`config.mk`:
```
export PLATFORM = sky130hd
export DESIGN_NAME = word_punct_tokenizer_core
export DESIGN_NICKNAME = d
export VERILOG_FILES = /design/src/wpt_pkg.sv /design/src/wpt_front.sv /design/src/wpt_queue.sv /design/src/wpt_back.sv /design/src/word_punct_tokenizer_core.sv
export SDC_FILE = /design/constraint.sdc
export NUM_CORES = 1
export LEC_CHECK = 0
export BUFFER_PORTS_ARGS = -buffer_cell sky130_fd_sc_hd__buf_2
export CAP_MARGIN = 20
export CORE_ASPECT_RATIO = 1.25
export CORE_UTILIZATION = 44
export DETAILED_ROUTE_END_ITERATION = 10
export MAX_ROUTING_LAYER = met4
export PLACE_DENSITY_LB_ADDON = 0.2
export RECOVER_POWER = 25
export SLEW_MARGIN = 15
export SYNTH_ARGS = -nofsm -noshare
export SYNTH_HDL_FRONTEND = slang
export SYNTH_SLANG_ARGS = --single-unit
```
`constraint.sdc`:
```
create_clock -name clk -period 5.1 [get_ports clk]
set_clock_uncertainty 0.2 [all_clocks]
set_input_delay 1.02 -clock clk [delete_from_list [all_inputs] [get_ports clk]]
set_output_delay 1.02 -clock clk [all_outputs]
set_load 0.01 [all_outputs]
```
`src/wpt_pkg.sv`:
```
// Shared types, codes and character-class helpers for the tokenizer.
package wpt_pkg;

  localparam int CharW   = 8;
  localparam int CfgW    = 64;
  localparam int CfgIdxW = 3;
  localparam int MaxRes  = 3;
  localparam int CntW    = 2;
  localparam int QDepth  = 2;
  localparam int QAw     = $clog2(QDepth);
  localparam int QCntW   = $clog2(QDepth + 1);

  // Register indexes
  localparam logic [CfgIdxW-1:0] CFG_MODE    = 3'd0;
  localparam logic [CfgIdxW-1:0] CFG_SET_LO  = 3'd1;
  localparam logic [CfgIdxW-1:0] CFG_SET_MLO = 3'd2;
  localparam logic [CfgIdxW-1:0] CFG_SET_MHI = 3'd3;
  localparam logic [CfgIdxW-1:0] CFG_SET_HI  = 3'd4;

  // Held-character kinds
  localparam logic [1:0] KIND_NONE   = 2'd0;
  localparam logic [1:0] KIND_WORD   = 2'd1;
  localparam logic [1:0] KIND_PERIOD = 2'd2;
  localparam logic [1:0] KIND_PUNCT  = 2'd3;

  // Character classes
  localparam logic [1:0] CLS_WORD  = 2'd0;
  localparam logic [1:0] CLS_PUNCT = 2'd1;
  localparam logic [1:0] CLS_SPACE = 2'd2;

  localparam logic [CharW-1:0] CH_UNDER  = 8'h5F;
  localparam logic [CharW-1:0] CH_PERIOD = 8'h2E;
  localparam logic [CharW-1:0] CH_SPACE  = 8'h20;

  typedef struct packed {
    logic [CharW-1:0] in_char;
    logic             is_end;
  } in_word_t;

  typedef struct packed {
    logic [CharW-1:0] out_char;
    logic             token_end;
    logic             string_done;
    logic             run_last;
  } out_word_t;

  typedef struct packed {
    logic [CharW-1:0] ch;
    logic             tend;
  } res_ent_t;

  // All results caused by one input word
  typedef struct packed {
    res_ent_t [MaxRes-1:0] ent;
    logic [CntW-1:0]       cnt;
    logic                  done;
  } bundle_t;

  function automatic logic is_space_code(input logic [CharW-1:0] c);
    return (c == CH_SPACE) || ((c >= 8'd9) && (c <= 8'd13));
  endfunction

  function automatic logic is_ascii_punct(input logic [CharW-1:0] c);
    if (c == CH_UNDER) return 1'b0;
    return ((c >= 8'd33) && (c <= 8'd47)) || ((c >= 8'd58) && (c <= 8'd64)) ||
           ((c >= 8'd91) && (c <= 8'd96)) || ((c >= 8'd123) && (c <= 8'd126));
  endfunction

endpackage

```
`src/wpt_front.sv`:
```
// Front end: config registers, classification, lookahead state, result bundling.
module wpt_front (
  input  logic                           clk,
  input  logic                           rst_n,
  input  logic                           cfg_we,
  input  logic [wpt_pkg::CfgIdxW-1:0]    cfg_index,
  input  logic [wpt_pkg::CfgW-1:0]       cfg_wdata,
  input  logic                           in_valid,
  output logic                           in_ready,
  input  wpt_pkg::in_word_t              in_data,
  input  logic                           q_full,
  output logic                           push,
  output wpt_pkg::bundle_t               push_bundle
);
  import wpt_pkg::*;

  logic                  mode_r;
  logic [4*CfgW-1:0]     set_r;
  logic [1:0]            held_kind_r, held_kind_nxt;
  logic [CharW-1:0]      held_char_r, held_char_nxt;
  logic [1:0]            cls;
  logic                  accept;
  logic [CharW-1:0]      c;
  logic                  c_space;

  assign c       = in_data.in_char;
  assign c_space = is_space_code(c);
  assign in_ready = !q_full;
  assign accept   = in_valid && !q_full;

  // Write configuration registers; ignore indexes past the list
  always_ff @(posedge clk) begin
    if (!rst_n) begin
      mode_r <= 1'b0;
      set_r  <= '0;
    end else if (cfg_we) begin
      case (cfg_index)
        CFG_MODE:    mode_r <= cfg_wdata[0];
        CFG_SET_LO:  set_r[0*CfgW +: CfgW] <= cfg_wdata;
        CFG_SET_MLO: set_r[1*CfgW +: CfgW] <= cfg_wdata;
        CFG_SET_MHI: set_r[2*CfgW +: CfgW] <= cfg_wdata;
        CFG_SET_HI:  set_r[3*CfgW +: CfgW] <= cfg_wdata;
        default: ;
      endcase
    end
  end

  // Classify the incoming character
  always_comb begin
    if (mode_r ? set_r[c] : is_ascii_punct(c)) cls = CLS_PUNCT;
    else if (c_space)                          cls = CLS_SPACE;
    else                                       cls = CLS_WORD;
  end

  // Build the result bundle: flush the held character, then the final one
  always_comb begin
    logic [CntW-1:0] n;
    res_ent_t [MaxRes-1:0] ent;
    n   = '0;
    ent = '0;
    case (held_kind_r)
      KIND_WORD: begin
        ent[n] = '{ch: held_char_r, tend: (cls != CLS_WORD)};
        n = n + 2'd1;
      end
      KIND_PERIOD: begin
        if (c_space) begin
          ent[n] = '{ch: CH_PERIOD, tend: 1'b0};
          n = n + 2'd1;
          ent[n] = '{ch: CH_SPACE, tend: 1'b1};
          n = n + 2'd1;
        end else begin
          ent[n] = '{ch: CH_PERIOD, tend: 1'b1};
          n = n + 2'd1;
        end
      end
      KIND_PUNCT: begin
        ent[n] = '{ch: held_char_r, tend: 1'b1};
        n = n + 2'd1;
      end
      default: ;
    endcase
    if (in_data.is_end) begin
      if (cls == CLS_WORD) begin
        ent[n] = '{ch: c, tend: 1'b1};
        n = n + 2'd1;
      end else if (cls == CLS_PUNCT) begin
        if (c == CH_PERIOD) begin
          ent[n] = '{ch: CH_PERIOD, tend: 1'b0};
          n = n + 2'd1;
          ent[n] = '{ch: CH_SPACE, tend: 1'b1};
          n = n + 2'd1;
        end else begin
          ent[n] = '{ch: c, tend: 1'b1};
          n = n + 2'd1;
        end
      end
    end
    push_bundle.ent  = ent;
    push_bundle.cnt  = n;
    push_bundle.done = in_data.is_end;
    push = accept && (n != '0);
  end

  // Advance lookahead state on each accepted word
  always_comb begin
    held_kind_nxt = held_kind_r;
    held_char_nxt = held_char_r;
    if (accept) begin
      held_kind_nxt = KIND_NONE;
      held_char_nxt = '0;
      if (!in_data.is_end) begin
        if (cls == CLS_WORD) begin
          held_kind_nxt = KIND_WORD;
          held_char_nxt = c;
        end else if (cls == CLS_PUNCT) begin
          held_kind_nxt = (c == CH_PERIOD) ? KIND_PERIOD : KIND_PUNCT;
          held_char_nxt = c;
        end
      end
    end
  end

  always_ff @(posedge clk) begin
    if (!rst_n) begin
      held_kind_r <= KIND_NONE;
      held_char_r <= '0;
    end else begin
      held_kind_r <= held_kind_nxt;
      held_char_r <= held_char_nxt;
    end
  end

endmodule

```
`src/wpt_queue.sv`:
```
// Short bundle queue between front end and back end.
module wpt_queue (
  input  logic             clk,
  input  logic             rst_n,
  input  logic             push,
  input  wpt_pkg::bundle_t push_bundle,
  output logic             full,
  input  logic             pop,
  output logic             empty,
  output wpt_pkg::bundle_t head
);
  import wpt_pkg::*;

  bundle_t          mem [QDepth];
  logic [QAw-1:0]   wr_ptr_r, wr_ptr_nxt;
  logic [QAw-1:0]   rd_ptr_r, rd_ptr_nxt;
  logic [QCntW-1:0] cnt_r, cnt_nxt;

  assign full  = (cnt_r == QCntW'(QDepth));
  assign empty = (cnt_r == '0);
  assign head  = mem[rd_ptr_r];

  // Advance pointers and occupancy
  always_comb begin
    wr_ptr_nxt = wr_ptr_r;
    rd_ptr_nxt = rd_ptr_r;
    cnt_nxt    = cnt_r;
    if (push) begin
      wr_ptr_nxt = (wr_ptr_r == QAw'(QDepth - 1)) ? '0 : wr_ptr_r + QAw'(1);
    end
    if (pop) begin
      rd_ptr_nxt = (rd_ptr_r == QAw'(QDepth - 1)) ? '0 : rd_ptr_r + QAw'(1);
    end
    if (push && !pop)      cnt_nxt = cnt_r + QCntW'(1);
    else if (pop && !push) cnt_nxt = cnt_r - QCntW'(1);
  end

  always_ff @(posedge clk) begin
    if (!rst_n) begin
      wr_ptr_r <= '0;
      rd_ptr_r <= '0;
      cnt_r    <= '0;
    end else begin
      wr_ptr_r <= wr_ptr_nxt;
      rd_ptr_r <= rd_ptr_nxt;
      cnt_r    <= cnt_nxt;
    end
  end

  // Store bundle payload
  always_ff @(posedge clk) begin
    if (push) mem[wr_ptr_r] <= push_bundle;
  end

endmodule

```
`src/wpt_back.sv`:
```
// Back end: serialize each bundle into result words, one per cycle while out_ready is high.
module wpt_back (
  input  logic              clk,
  input  logic              rst_n,
  input  logic              empty,
  input  wpt_pkg::bundle_t  head,
  output logic              pop,
  output logic              out_valid,
  input  logic              out_ready,
  output wpt_pkg::out_word_t out_data
);
  import wpt_pkg::*;

  logic [CntW-1:0] idx_r, idx_nxt;
  logic            last;

  assign last      = (idx_r == head.cnt - CntW'(1));
  assign out_valid = !empty;
  assign pop       = out_valid && out_ready && last;

  // Select current entry of the head bundle
  always_comb begin
    out_data.out_char    = head.ent[idx_r].ch;
    out_data.token_end   = head.ent[idx_r].tend;
    out_data.string_done = head.done && last;
    out_data.run_last    = last;
  end

  // Step through the bundle; restart on pop
  always_comb begin
    idx_nxt = idx_r;
    if (out_valid && out_ready) idx_nxt = last ? '0 : idx_r + CntW'(1);
  end

  always_ff @(posedge clk) begin
    if (!rst_n) idx_r <= '0;
    else        idx_r <= idx_nxt;
  end

endmodule

```
`src/word_punct_tokenizer_core.sv`:
```
// Top level of the streaming whitespace/punctuation tokenizer.
//
// Input channel (in_valid/in_ready/in_data) takes one character word per
// cycle while in_ready is high, with is_end on the string's final character.
// Output channel (out_valid/out_ready/out_data) returns token characters
// with token_end, string_done and run_last marks. The config port (cfg_we/
// cfg_index/cfg_wdata) selects the punctuation mode and loads the 256-bit
// set. The front end classifies each word and bundles its zero to three
// results, which wait in a two-entry queue; the back end sends one result
// per cycle while out_ready is high. Each bundle is registered in the queue
// before its first result is sent. Throughput is one input word per cycle
// while each word yields at most one result and out_ready stays high; a
// word yielding two or three results holds the back end until all are
// sent, the queue takes one more word while that burst drains, and in_ready
// then stays low until the burst's last result is accepted. A word that
// yields nothing passes with no output. Reset clears the config registers,
// the lookahead state and the queue. When the receiver stalls, out_data
// holds and the queue fills, then in_ready goes low until space frees up.
module word_punct_tokenizer_core (
  input  logic                         clk,
  input  logic                         rst_n,
  input  logic                         cfg_we,
  input  logic [wpt_pkg::CfgIdxW-1:0]  cfg_index,
  input  logic [wpt_pkg::CfgW-1:0]     cfg_wdata,
  input  logic                         in_valid,
  output logic                         in_ready,
  input  wpt_pkg::in_word_t            in_data,
  output logic                         out_valid,
  input  logic                         out_ready,
  output wpt_pkg::out_word_t           out_data
);
  import wpt_pkg::*;

  logic    q_full;
  logic    q_empty;
  logic    push;
  logic    pop;
  bundle_t push_bundle;
  bundle_t head;

  wpt_front u_front (
    .clk         (clk),
    .rst_n       (rst_n),
    .cfg_we      (cfg_we),
    .cfg_index   (cfg_index),
    .cfg_wdata   (cfg_wdata),
    .in_valid    (in_valid),
    .in_ready    (in_ready),
    .in_data     (in_data),
    .q_full      (q_full),
    .push        (push),
    .push_bundle (push_bundle)
  );

  wpt_queue u_queue (
    .clk         (clk),
    .rst_n       (rst_n),
    .push        (push),
    .push_bundle (push_bundle),
    .full        (q_full),
    .pop         (pop),
    .empty       (q_empty),
    .head        (head)
  );

  wpt_back u_back (
    .clk       (clk),
    .rst_n     (rst_n),
    .empty     (q_empty),
    .head      (head),
    .pop       (pop),
    .out_valid (out_valid),
    .out_ready (out_ready),
    .out_data  (out_data)
  );

endmodule

```
After elaboration in Yosys (flattened, before gate mapping)
Memories as Yosys holds them, arrays and structs flattened. A register that Yosys moved wholly into a read port is not among the register bits.
Cells that the tools add are included.

word-level totals
  memories kept = 1
  flip-flop bits (word level) = 273
  RAM bits = 60
  bits of input ports = 81
  output and inout port bits = 13
  bits in read-only memories = 0
  latch bits = 0

memories
  memory       words  width  read ports  clocked after memory_dff  wr ports  RTL line         source
  u_queue.mem  2      30     1           1                         1         wpt_queue.sv:14  bundle_t mem [QDepth];

operators by class
  divide/modulo/power cells = 0
  equal/unequal tests = 13
  order comparisons = 16
  reductions and logical operators = 34
  $mul = 0
  mux-type cells = 45
  shift operators = 0
  add/subtract/negate cells = 8
  bitwise operators = 6

operators with widths
  operator               number
  $mux W27               4
  $demux W9 S2           2
  $bwmux W27             1
  $mux W9                3
  $pmux W9 S3            1
  $mux W2                13
  $le A8 B7 Y1 const B   3
  $mux W8                3
  $and A21 B21 Y21       1
  $not A21 Y21           1
  $bmux W9 S2            1
  $eq A8 B6 Y1 const B   2
  $ge A8 B6 Y1 const B   2
  $ge A8 B7 Y1 const B   2
  $and A10 B15 Y15       1
  $not A15 Y15           1
  $logic_and A1 B1 Y1    14
  $mux W7                2
  $mux W1                13
  $or A8 B12 Y12         1
  $reduce_and A2 Y1      5
  $lt A2 B3 Y1 const B   3
  $lt A8 B9 Y1 const B   1
  $add A2 B1 Y2 const B  4
  22 further kinds       38

Depth between registers and ports, before layout
Gate-level depths: netlist (run 1).

  depth after elaboration = 18
  mapped depth = 16
  gate-level depth less buffers = 13

By module
Synthesis (run 1) repeated with hierarchy kept, for this count alone.

unflattened totals
  cells, all modules = 1669
  area total of the unflattened synthesis = 15496.1 um2

modules (own cells, without submodules)
  module     cells an instance  area each (um2)  instances
  wpt_front  1502               12754.7          1
  wpt_queue  115                2373.5           1
  wpt_back   52                 367.9            1

Least setup slack after synthesis (run 1)
OpenSTA, ideal clock, no wires.

  path kind = input port to flip-flop
  from = in in_data[1] (netlist bit)
  to = mem u_queue.mem[1][0] (netlist bit) (enable)
  setup slack = -0.176 ns
  buffers on the path = 2
  cell stages on the path = 10
  arrival time = 4.648 ns
  data required time = 4.473 ns
  cells stage by stage = buf_6 -> buf_8 -> mux4_2 -> a2111oi_0 -> a31oi_1 -> a22o_1 -> and2_1 -> o221ai_4 -> xnor2_1 -> a21oi_1

between the ends
  word-level cells in the longest chain between the ends = 16
  elaborated cells on any way between the ends = 43
  those cells by class = 2 x add/sub; 10 x order compare; 4 x eq/ne; 15 x mux; 12 x reduce/logical

ends and longest elaborated chain
  what                                                   RTL line                         source
  from (decl)                                            word_punct_tokenizer_core.sv:27  input wpt_pkg::in_word_t in_data,
  branches (longest 11 deep; another with $ge A8 B4 Y1)  n/a
  $mux W2 (*)                                            wpt_front.sv:83                  if (in_data.is_end) begin
  $reduce_bool A2 Y1 (*)                                 wpt_front.sv:102                 push = accept && (n != '0);
  $logic_and A1 B1 Y1 (*)                                wpt_front.sv:102
  $mux W1 (*)                                            wpt_queue.sv:52                  if (push) mem[wr_ptr_r] <= push_bundle;
  $mux W1 (implied by the code) (*)                      wpt_queue.sv:52
  to (decl)                                              wpt_queue.sv:14

Every way passes the cells marked *. The select of a mux whose other input is x is not followed.

Worst setup path in the final report (run 1)
  from = in in_data[1] (netlist bit)
  to = reg u_queue.cnt_r[1]

between the ends
  word-level cells in the longest chain between the ends = 17
  elaborated cells on any way between the ends = 46
  those cells by class = 2 x add/sub; 10 x order compare; 4 x eq/ne; 14 x mux; 16 x reduce/logical

ends and longest elaborated chain
  what                                                   RTL line                         source
  branches (longest 11 deep; another with $ge A8 B4 Y1)  n/a
  $mux W2 (*)                                            wpt_front.sv:83
  $reduce_bool A2 Y1 (*)                                 wpt_front.sv:102
  $logic_and A1 B1 Y1 (*)                                wpt_front.sv:102
  net push                                               word_punct_tokenizer_core.sv:36  logic push;
  $logic_not A1 Y1                                       wpt_queue.sv:35                  else if (pop && !push) cnt_nxt = cnt_r - QCntW'(1);
  $logic_and A1 B1 Y1                                    wpt_queue.sv:35
  $reduce_bool A2 Y1 (no line)                           n/a
  to (signal assigned)                                   wpt_queue.sv:46                  cnt_r <= cnt_nxt;
  to (decl)                                              wpt_queue.sv:17                  logic [QCntW-1:0] cnt_r, cnt_nxt;

Mark *: on every way through the listed nets, which the timed path passes. The select of a mux whose other input is x is not followed.
A chain may end at the register's enable or synchronous reset.

==> results of run 1 <==
-- layout make-up --
class,instances,area (um2)
timing repair buffer,127,791
tap,468,586
clock buffer,54,1050
fill,3251,17000
inverter,19,71.3
sequential,334,7290
multi-input combinational,1171,7480
clock inverter,10,129
-- routing by layer --
layer / routed length [um] / GRT usage, %
met1: 17900 / 29.6
met4: 1050 / 7.52
met5: 0 / -
met2: 19500 / 39.2
met3: 1620 / 3.04
-- worst paths after layout --
| kind | start | end |
|---|---|---|
| setup / recovery | in_data[1] | u_queue.cnt_r[1] |
| hold / removal | u_front.set_r[243] | u_front.set_r[243] |
| setup reg to reg | u_front.set_r[18] | u_queue.cnt_r[1] |
| hold reg to reg | u_front.set_r[243] | u_front.set_r[243] |
-- per-stage QoR --
stage | hold WS, ps | instance area (um2)
finish | 263 | 17400
global route | 281 | 17400
CTS | 262 | 17400
detailed placement | 254 | 16200
global placement | 248 | 16200
floorplan | 239 | 15400
-- power by group --
part | total (uW) | internal [uW] | switching (uW) | leakage [uW]
clock | 2610 | 1570 | 1040 | 0.000576
combinational | 617 | 263 | 353 | 0.00262
sequential | 2850 | 2790 | 61.4 | 0.00278
total | 6080 | 4630 | 1450 | 0.00598
-- state kept, by name, indices dropped and copies added, names as in the netlist, named ones only --
name / cells
u_front.mode_r: 1
u_back.idx_r: 2
u_front.held_char_r: 8
u_queue.cnt_r: 2
u_queue.mem: 60
u_queue.rd_ptr_r: 1
u_front.set_r: 256
u_queue.wr_ptr_r: 1
u_front.held_kind_r: 2
-- cells in the final DEF, fill, tap and decap left out, types with 4 or more instances in the layout --
master,Yosys,layout
nand2_1,542,542
mux4_2,54,54
a21boi_0,261,261
nand2b_1,7,7
nor3_1,13,13
buf_4,4,27
conb_1,1,6
inv_1,18,18
and3_1,11,9
mux2i_1,42,42
buf_12,0,6
nor2b_1,21,21
nand3_1,20,18
and2_1,11,11
nand4_1,6,6
clkinv_1,1,4
a22oi_1,13,13
nor3b_1,4,4
a22o_1,8,8
clkbuf_8,0,6
buf_2,8,89
a21oi_1,19,18
clkbuf_16,0,37
nor2_1,27,26
o221ai_1,6,6
mux2_2,15,15
edfxtp_1,60,60
clkbuf_1,99,13
dfxtp_1,274,274
o21ai_0,17,17
a211oi_1,4,4
o22ai_1,15,15
-- worst max-delay path, cell delays in order --
cell and delay (ps):
buf_4 110, buf_12 210, buf_12 270, mux2_2 370, a2111o_1 410, o31a_1 250, nand4_1 110, nor4_2 80
a21oi_1 280, o221ai_4 160, xnor2_1 250, a21oi_1 100, ha_1 360, or3_1 340, a21boi_0 170
-- logic make-up (layout without fill, tap and decap cells) --
kind of cell / Yosys count / in the layout / share of synthesized area (%)
buffers and inverters: 145 / 210 / 4.03
AOI/OAI and AO/OA: 367 / 367 / 17.6
adders and majority gates: 1 / 1 / 0.0816
xor gates and xnor gates: 4 / 4 / 0.229
other: 1 / 6 / 0.0245
and+or+nand+nor: 681 / 681 / 18.5
muxes: 112 / 112 / 11.9
DFF: 334 / 334 / 47.5
==> metrics.yaml, run 1 <==
placed_design:
  dpl.cell_count: 2119
  port_buffers: 93
  gp_congestion: 0.856
  dp_worst_setup_slack_ps: 306
  hpwl_um: 27300
logic_synthesis:
  postSynthAreaPerCell_um2: 9.32
  syn_inst: 1645
  yosys_warnings: 0
  yosysTopAreaCellShare_pct: 35.8
  ys_ff_latch: 334
  synth_area_leaders: "dfxtp_1, nand2_1, a21boi_0"
  ys_seq_area_share_pct: 47.5
  synth-edff-count: 60
  synthDistinctLibCells: 68
  async_flop_share_pct: 0
  ys_dominant_reg_cell: "dfxtp_1"
  netlist_area_mm2: 0.0153
  synth.most_common_cell: "nand2_1"
  yosysTopAreaCell: "dfxtp_1"
  synthTopCellsByCount: "nand2_1, dfxtp_1, a21boi_0"
routing:
  drtIter0Drc: 794
  detail-route-antenna-nets: 0
  drt_pre_antenna_iters: 4
  routed_via_density: 5.34
  wire_per_inst_um: 18.3
  routed_wl_um: 40000
  via_count: 11662
  drc: 0
clocking:
  h-tree-depth: 2
  cts_setup_buffers: 0
  clk_pin_slew_worst_paths_ps: 60
  root_buffer: "clkbuf_16"
  cts_buffer_depth: 3
  cts_resized: 0
  cts_made_buffers: 36
  cts_tree: "built"
  postCtsHoldBufs: 0
  cts_sinks: 334
  clock_latency_ps: 530
critical_path:
  end_kind: "flip-flop"
  cp_data_arrival_time_ps: 4530
  ff2ff_path_depth: 11
  critical_path_class: "in2reg"
  cp.required_ps: 5340
  cp_max_fo: 32
  start_kind: "input port"
  r2r_slack_ps: 1490
floorplan:
  rows: 76
  die_area_mm2: 0.0356
  die_w_um: 169
  io_pins: 94
  core_area_mm2: 0.0344
  initial_core_util_pct: 44.5
  die_h_um: 211
global_route:
  grt_use_total_pct: 23.5
  grt.overflow.total: 0
  grt_max_degree: 152
  grt_pass1_wl_um: 63900
  antenna_found_initial: 0
  grt_pass1_vias: 11366
hold_path:
  hold_depth: 2
  hold_path_class: "reg2reg"
timing:
  clock.fmax_ghz: 0.233
  maxSlewHeadroom_pct: -73.6
  grt_setup_unrepaired: "false"
  min_period_ps: 4290
  hold_viol: 0
  setup_slack_ps: 811
  tightest_slew_ps: 2600
  maxSlewViolCount: 152
  setup_violations: 0
  tns_ps: 0
  fin_crit_sh_pct: 84.1
layout:
  final_nets: 1771
  final_cells: 2183
  antennaDiodeCount: 0
  syn2layout_area_growth_pct: 13.4
  fin_util_pct: 50.5
  drive_gt1_share_pct: 15.1
power_and_ir_drop:
  p_leak_uw: 0.00598
  p_per_area_mw_per_mm2: 350
  peakVddDrop_uv: 188
  p_total_uw: 6080
flow_run:
  maxCapViolCount: 1
status:
  violations: "capacitance limit, slew limit"
  status: "finished with violations"
No activity file was read; power rests on OpenSTA's default activity.
==> run 2: changes to the inputs <==
- ABC_AREA: unset -> 1
- clock period: 5.1 -> 3.5 ns (I/O delays scaled with it)
==> run 2 against run 1 <==
The flow still finishes with violations (capacitance limit, slew limit); die area decreased by 2.2%; register-to-register slack lost 1000 ps; clock power increased by 48%; sequential power is 48% higher; combinational power rose by 120%; total power up 55%; non-clock buffer count rose by 75; worst hold slack worse by 21 ps; via count is 19% higher; global-route usage rose by 2.0 points; count of clock-buffer cells in the layout fell by 8; first-iteration DRC count rose by 20%.
==> metrics.yaml, run 2 <==
clocking:
  postCtsHoldBufs: 0
  cts_tree: "built"
  clk_pin_slew_worst_paths_ps: 60
  root_buffer: "clkbuf_16"
  cts_buffer_depth: 3
  cts_sinks: 334
  clock_latency_ps: 520
  h-tree-depth: 2
  cts_made_buffers: 36
timing:
  tightest_slew_ps: 1840
  whs_ps: 242
  tns_ps: 0
  min_period_ps: 3280
  hold_viol: 0
  maxSlewHeadroom_pct: -22.5
  clock.fmax_ghz: 0.305
  maxSlewViolCount: 184
  fin_crit_sh_pct: 93.8
  setup_violations: 0
logic_synthesis:
  synth_top_family_by_area: "simple AND/OR/NAND/NOR gates"
  netlist_area_mm2: 0.0150
  yosysTopAreaCellShare_pct: 36.6
  ys_ff_latch: 334
  synth_xor_area_share_pct: 0.117
  async_flop_share_pct: 0
  yosys.area_share.simple_pct: 24.5
  yosysTopAreaCell: "dfxtp_1"
  postSynthAreaPerCell_um2: 7.16
  ys_dominant_reg_cell: "dfxtp_1"
  syn_inst: 2093
  yosys_warnings: 0
  synthAdderAreaFrac_pct: 0.0835
  synth_area_leaders: "dfxtp_1, edfxtp_1, o21ai_0"
  ys_seq_area_share_pct: 48.6
  synth.area.mux_share_pct: 0.0668
  synth.most_common_cell: "nand2_1"
  synth-edff-count: 60
  synthTopCellsByCount: "nand2_1, nor2_1, o21ai_0"
  synthDistinctLibCells: 37
  synth_compound_area_share_pct: 17.7
layout:
  final_cells: 2646
  top_register: "u_front.set_r"
  final_nets: 2279
  layout_common_cells: "nand2_1, nor2_1, o21ai_0, dfxtp_1, inv_1"
  fin_util_pct: 52.9
  reg_top3: "u_front.set_r: 256 flops, u_queue.mem: 60 flops, u_front.held_char_r: 8 flops"
  syn2layout_area_growth_pct: 18.5
  layout_commonest_cell: "nand2_1"
  largest_reg_flops: 256
  drive_gt1_share_pct: 13.0
power_and_ir_drop:
  pwr-share-seq_pct: 44.6
  peakVddDrop_uv: 286
  p_comb_share_pct: 14.5
  p_per_area_mw_per_mm2: 531
  p_sw_uw: 2530
  internal_power_uw: 6900
  p_leak_uw: 0.00715
  clockPowerShare_pct: 40.9
  swShare_pct: 26.9
  p_total_uw: 9440
critical_path:
  cp.depth: 27
  cp_max_fo: 9
  ff2ff_path_depth: 29
  start_kind: "input port"
  regToRegEndpoint: "u_queue.cnt_r[1]"
  crit_buf_inv: 5
  cp_data_arrival_time_ps: 3490
  max_stage_delay_ps: 210
  cp.required_ps: 3710
  r2r_start: "u_front.set_r[201]"
  endpoint: "u_queue.cnt_r[1]"
  cp_common_cell: "nand2_1"
  path_delay_family: "simple AND/OR/NAND/NOR gates"
  critical_path_class: "in2reg"
  r2r_slack_ps: 460
  slowest_stage: "ha_4"
  end_kind: "flip-flop"
  crit_start: "in_data[1]"
routing:
  detail-route-antenna-nets: 0
  drc: 0
  drtIter0Drc: 956
  via_count: 13832
  routed_via_density: 5.23
  wire_per_inst_um: 16.5
  drt_pre_antenna_iters: 6
  routed_wl_um: 43800
global_route:
  grt_pass1_vias: 12864
  grt_max_degree: 129
  grt.overflow.total: 0
  grt_pass1_wl_um: 69100
  antenna_found_initial: 1
  grt_use_total_pct: 25.6
floorplan:
  die_area_mm2: 0.0348
  core_area_mm2: 0.0336
  die_h_um: 208
  io_pins: 94
  initial_core_util_pct: 44.6
  rows: 75
  die_w_um: 167
status:
  status: "finished with violations"
  violations: "capacitance limit, slew limit"
placed_design:
  hpwl_um: 28800
  dpl.cell_count: 2576
  gp_congestion: 0.886
  port_buffers: 93
hold_path:
  hold_path_class: "reg2reg"
  hold_depth: 2
flow_run:
  maxCapViolCount: 2
==> run 2: cell types whose count changed after synthesis, moves of 21 or more <==
| cell | delta |
|---|---|
| mux4_2 | -54 |
| o21ai_0 | +301 |
| nor2_1 | +344 |
| a21boi_0 | -260 |
| nand2_1 | -151 |
| mux2i_1 | -41 |
| inv_1 | +154 |
| a21oi_1 | +143 |
| nand3_1 | +106 |
| nor2b_1 | -21 |
==> run 2: logic make-up after synthesis <==
| kind of cell | after synthesis |
|---|---|
| compound gates | 517 |
| xor+xnor | 2 |
| fa+ha+maj | 1 |
| buf+inv | 321 |
| flops | 334 |
| mux | 1 |
| other cells | 1 |
| simple gates | 916 |
==> run 2: layout make-up <==
cell class,instances,area [um2]
flip-flops and latches,334,7290
well taps,423,529
multi-input cells,1443,6450
inverters,180,701
clock inverters,17,146
clock buffers,46,1050
fillers,3307,15800
diodes,1,2.50
repair buffers,202,1600
==> run 2: metrics by stage <==
stage               setup WS (ps)  instance area, um2
floorplan                   -1.47               15100
global placement             -561               16400
detailed placement           -548               16400
CTS                          31.1               17600
global route                -2.66               17800
finish                        218               17800
==> run 2: repair_timing <==
item / CTS / global route
endpoints found under the setup margin: 1 / 2
cloned: 0 / 3
pin swaps: 0 / 5
gates resized for setup: 2 / 22
buffers inserted: 0 / 3
==> run 2: power groups by stage <==
stage | Clock [uW] | Combinational, uW | Sequential, uW
3_3_place_gp | 0 | 1320 | 4290
4_1_cts | 3930 | 1340 | 4210
2_1_floorplan | 0 | 829 | 4260
3_5_place_dp | 0 | 1340 | 4290
5_1_grt | 4090 | 1530 | 4220
6_report | 3860 | 1370 | 4210
==> run 2: worst min path at each step <==
stage / end / from / slack [ps]
after floorplan: u_front.set_r[130] / u_front.set_r[130] / 220
after global placement: u_front.set_r[155] / u_front.set_r[155] / 230
after detailed placement: u_front.set_r[132] / u_front.set_r[132] / 240
after CTS: u_front.set_r[138] / u_front.set_r[138] / 250
after global routing: u_front.set_r[212] / u_front.set_r[212] / 270
final: u_front.set_r[132] / u_front.set_r[132] / 240
==> run 2: routing by layer <==
metal	up-vias	wire, um	global-route usage [%]
met2	331	21500	43.3
li1	6987	-	-
met1	6441	19200	31.4
met4	0	1250	8.08
met3	73	1860	3.44
met5	-	0	-
==> run 2: worst min-delay path, cell delays in order (launching register included) <==
cell	delay, ps
dfxtp_1	310
inv_1	40
a21oi_1	40
==> run 3: changes to the inputs <==
--- a/config.mk
+++ b/config.mk
@@ -20 +20,2 @@
 export SYNTH_SLANG_ARGS = --single-unit
+export TNS_END_PERCENT = 100
==> constraint.sdc (replaced) <==
create_clock -name clk -period 3.5 [get_ports clk]
set_clock_uncertainty 0.2 [all_clocks]
set_input_delay 0.35 -clock clk [delete_from_list [all_inputs] [get_ports clk]]
set_output_delay 0.35 -clock clk [all_outputs]
set_load 0.01 [all_outputs]
==> run 3 against run 2 <==
The flow still finishes with violations (capacitance limit, slew limit); utilization rose by 0.92 points; critical path depth fell by 3; global-route usage up 0.72 points; count of clock-buffer cells in the layout increased by 12; worst setup slack improved by 38 ps; worst hold slack worse by 220 ps; combinational power is essentially flat; die area did not move; sequential share of layout area fell by 0.70 points; design area increased by 1.7%; largest cell class unchanged.
==> metrics.yaml, run 3 (synthesized netlist as in run 2, its figures left out) <==
status:
  violations: "capacitance limit, slew limit"
  status: "finished with violations"
layout:
  stdcell_area_mm2: 0.0181
  top_register: "u_front.set_r"
  largest_reg_flops: 256
  n_fill_cell: 3306
  antennaDiodeCount: 0
  reg_top3: "u_front.set_r: 256 flops, u_queue.mem: 60 flops, u_front.held_char_r: 8 flops"
  final_nets: 2312
  drive_gt1_share_pct: 10.7
  layout_commonest_cell: "nand2_1"
  syn2layout_area_growth_pct: 20.5
  layout_common_cells: "nand2_1, nor2_1, o21ai_0, dfxtp_1, inv_1"
clocking:
  cts_tree: "built"
  clk_pin_slew_worst_paths_ps: 60
  clock_latency_ps: 530
  cts_made_buffers: 36
  cts_sinks: 334
  cts_buffer_depth: 3
  root_buffer: "clkbuf_16"
  h-tree-depth: 2
timing:
  tightest_slew_ps: 2110
  setup_violations: 0
  maxSlewHeadroom_pct: -41.1
  fin_crit_sh_pct: 92.7
  clock.fmax_ghz: 0.308
  whs_ps: 19.6
  grt_setup_unrepaired: "false"
  maxSlewViolCount: 259
  hold_viol: 0
  min_period_ps: 3240
  tns_ps: 0
hold_path:
  hold_path_class: "in2reg"
  min-delay-start: "cfg_wdata[48]"
floorplan:
  die_area_mm2: 0.0348
  die_h_um: 208
  die_w_um: 167
  rows: 75
  initial_core_util_pct: 44.6
  io_pins: 94
  core_area_mm2: 0.0336
global_route:
  grt_pass1_wl_um: 71200
  grt_use_total_pct: 26.3
  grt_max_degree: 93
  antenna_found_initial: 0
  grt_pass1_vias: 13557
  grt.overflow.total: 0
power_and_ir_drop:
  p_per_area_mw_per_mm2: 525
  peakVddDrop_uv: 379
  p_leak_uw: 0.00724
critical_path:
  critical_path_class: "in2reg"
  cp_max_fo: 5
  crit_start: "in_data[6]"
  cp_data_arrival_time_ps: 3450
  cp.required_ps: 3700
  r2r_slack_ps: 410
  r2r_start: "u_front.set_r[8]"
  regToRegEndpoint: "u_queue.cnt_r[1]"
  ff2ff_path_depth: 28
  endpoint: "u_queue.cnt_r[1]"
  end_kind: "flip-flop"
  start_kind: "input port"
routing:
  routed_wl_um: 44500
  drt_pre_antenna_iters: 5
  wire_per_inst_um: 16.6
  drc: 0
  routed_via_density: 5.24
  drtIter0Drc: 939
  via_count: 14029
  detail-route-antenna-nets: 0
placed_design:
  placed_area_mm2: 0.0162
  port_buffers: 93
  hpwl_um: 29400
  gp_congestion: 0.891
flow_run:
  maxCapViolCount: 4
## run 3: per-layer routing
| layer | vias up | share of wire, % | wire length, um | GRT usage [%] |
|---|---|---|---|---|
| li1 | 7057 | - | - | - |
| met1 | 6462 | 41 | 18300 | 30.1 |
| met2 | 385 | 50 | 22000 | 45.5 |
| met3 | 125 | 4.7 | 2070 | 3.31 |
| met4 | 0 | 4.6 | 2040 | 12.4 |
| met5 | - | 0 | 0 | - |
## run 3: power by group
part           switching, uW  leakage (uW)  total [uW]  internal, uW
registers               76.6       0.00279        4200          4120
logic                    874       0.00385        1380           502
clock network           1540      0.000594        3920          2380
## run 3: repair_timing
action / in CTS / in global routing
endpoints found under the setup margin: 0 / 2
hold endpoints to repair: 239 / 0
resized for setup: 0 / 11
hold buffers: 69 / 0
buffers inserted: 0 / 0
## run 3: critical path, cell delays in order
cell and delay (ps):
dlygate4sd3_1 540, buf_2 170, inv_1 110, nor2_1 200
inv_1 130, a21oi_1 230, nor2_1 80, nand2_1 60
nand3_1 90, nand3_2 150, nand2_2 80, nand2_1 80
nand2_2 80, nand2_1 60, nand2_1 60, nand2_2 90
nand2_2 70, nand2_2 80, inv_1 50, ha_1 290
a21oi_1 120, o21ai_1 90, o21ai_1 140, a21oi_1 50
## run 3: worst min-delay path by stage
| stage | to | cells past startpoint |
|---|---|---|
| after floorplan | u_front.set_r[130] | 2 |
| after global placement | u_front.set_r[147] | 2 |
| after detailed placement | u_front.set_r[150] | 2 |
| after CTS | u_front.set_r[112] | 3 |
| after global routing | u_front.set_r[112] | 3 |
| final | u_front.set_r[112] | 3 |
## run 3: through the flow
step                utilization, %  cells  setup WS, ps  total power (uW)
global route                  53.8   2679          11.8              9890
CTS                           53.9   2680          23.0              9560
global placement              48.2   2547          -183              5570
floorplan                        -   2098          13.1              5080
finish                        53.8   2679           256              9490
detailed placement            48.2   2547          -199              5600
## run 3: cell type report
class	instances	area, um2	area share [%]
Sequential cell	334	7290	40.3
Inverter	180	678	3.75
Timing Repair Buffer	235	1940	10.7
Clock buffer	58	1110	6.12
Tap cell	423	529	2.93
Multi-Input combinational cell	1443	6420	35.5
Clock inverter	6	108	0.595
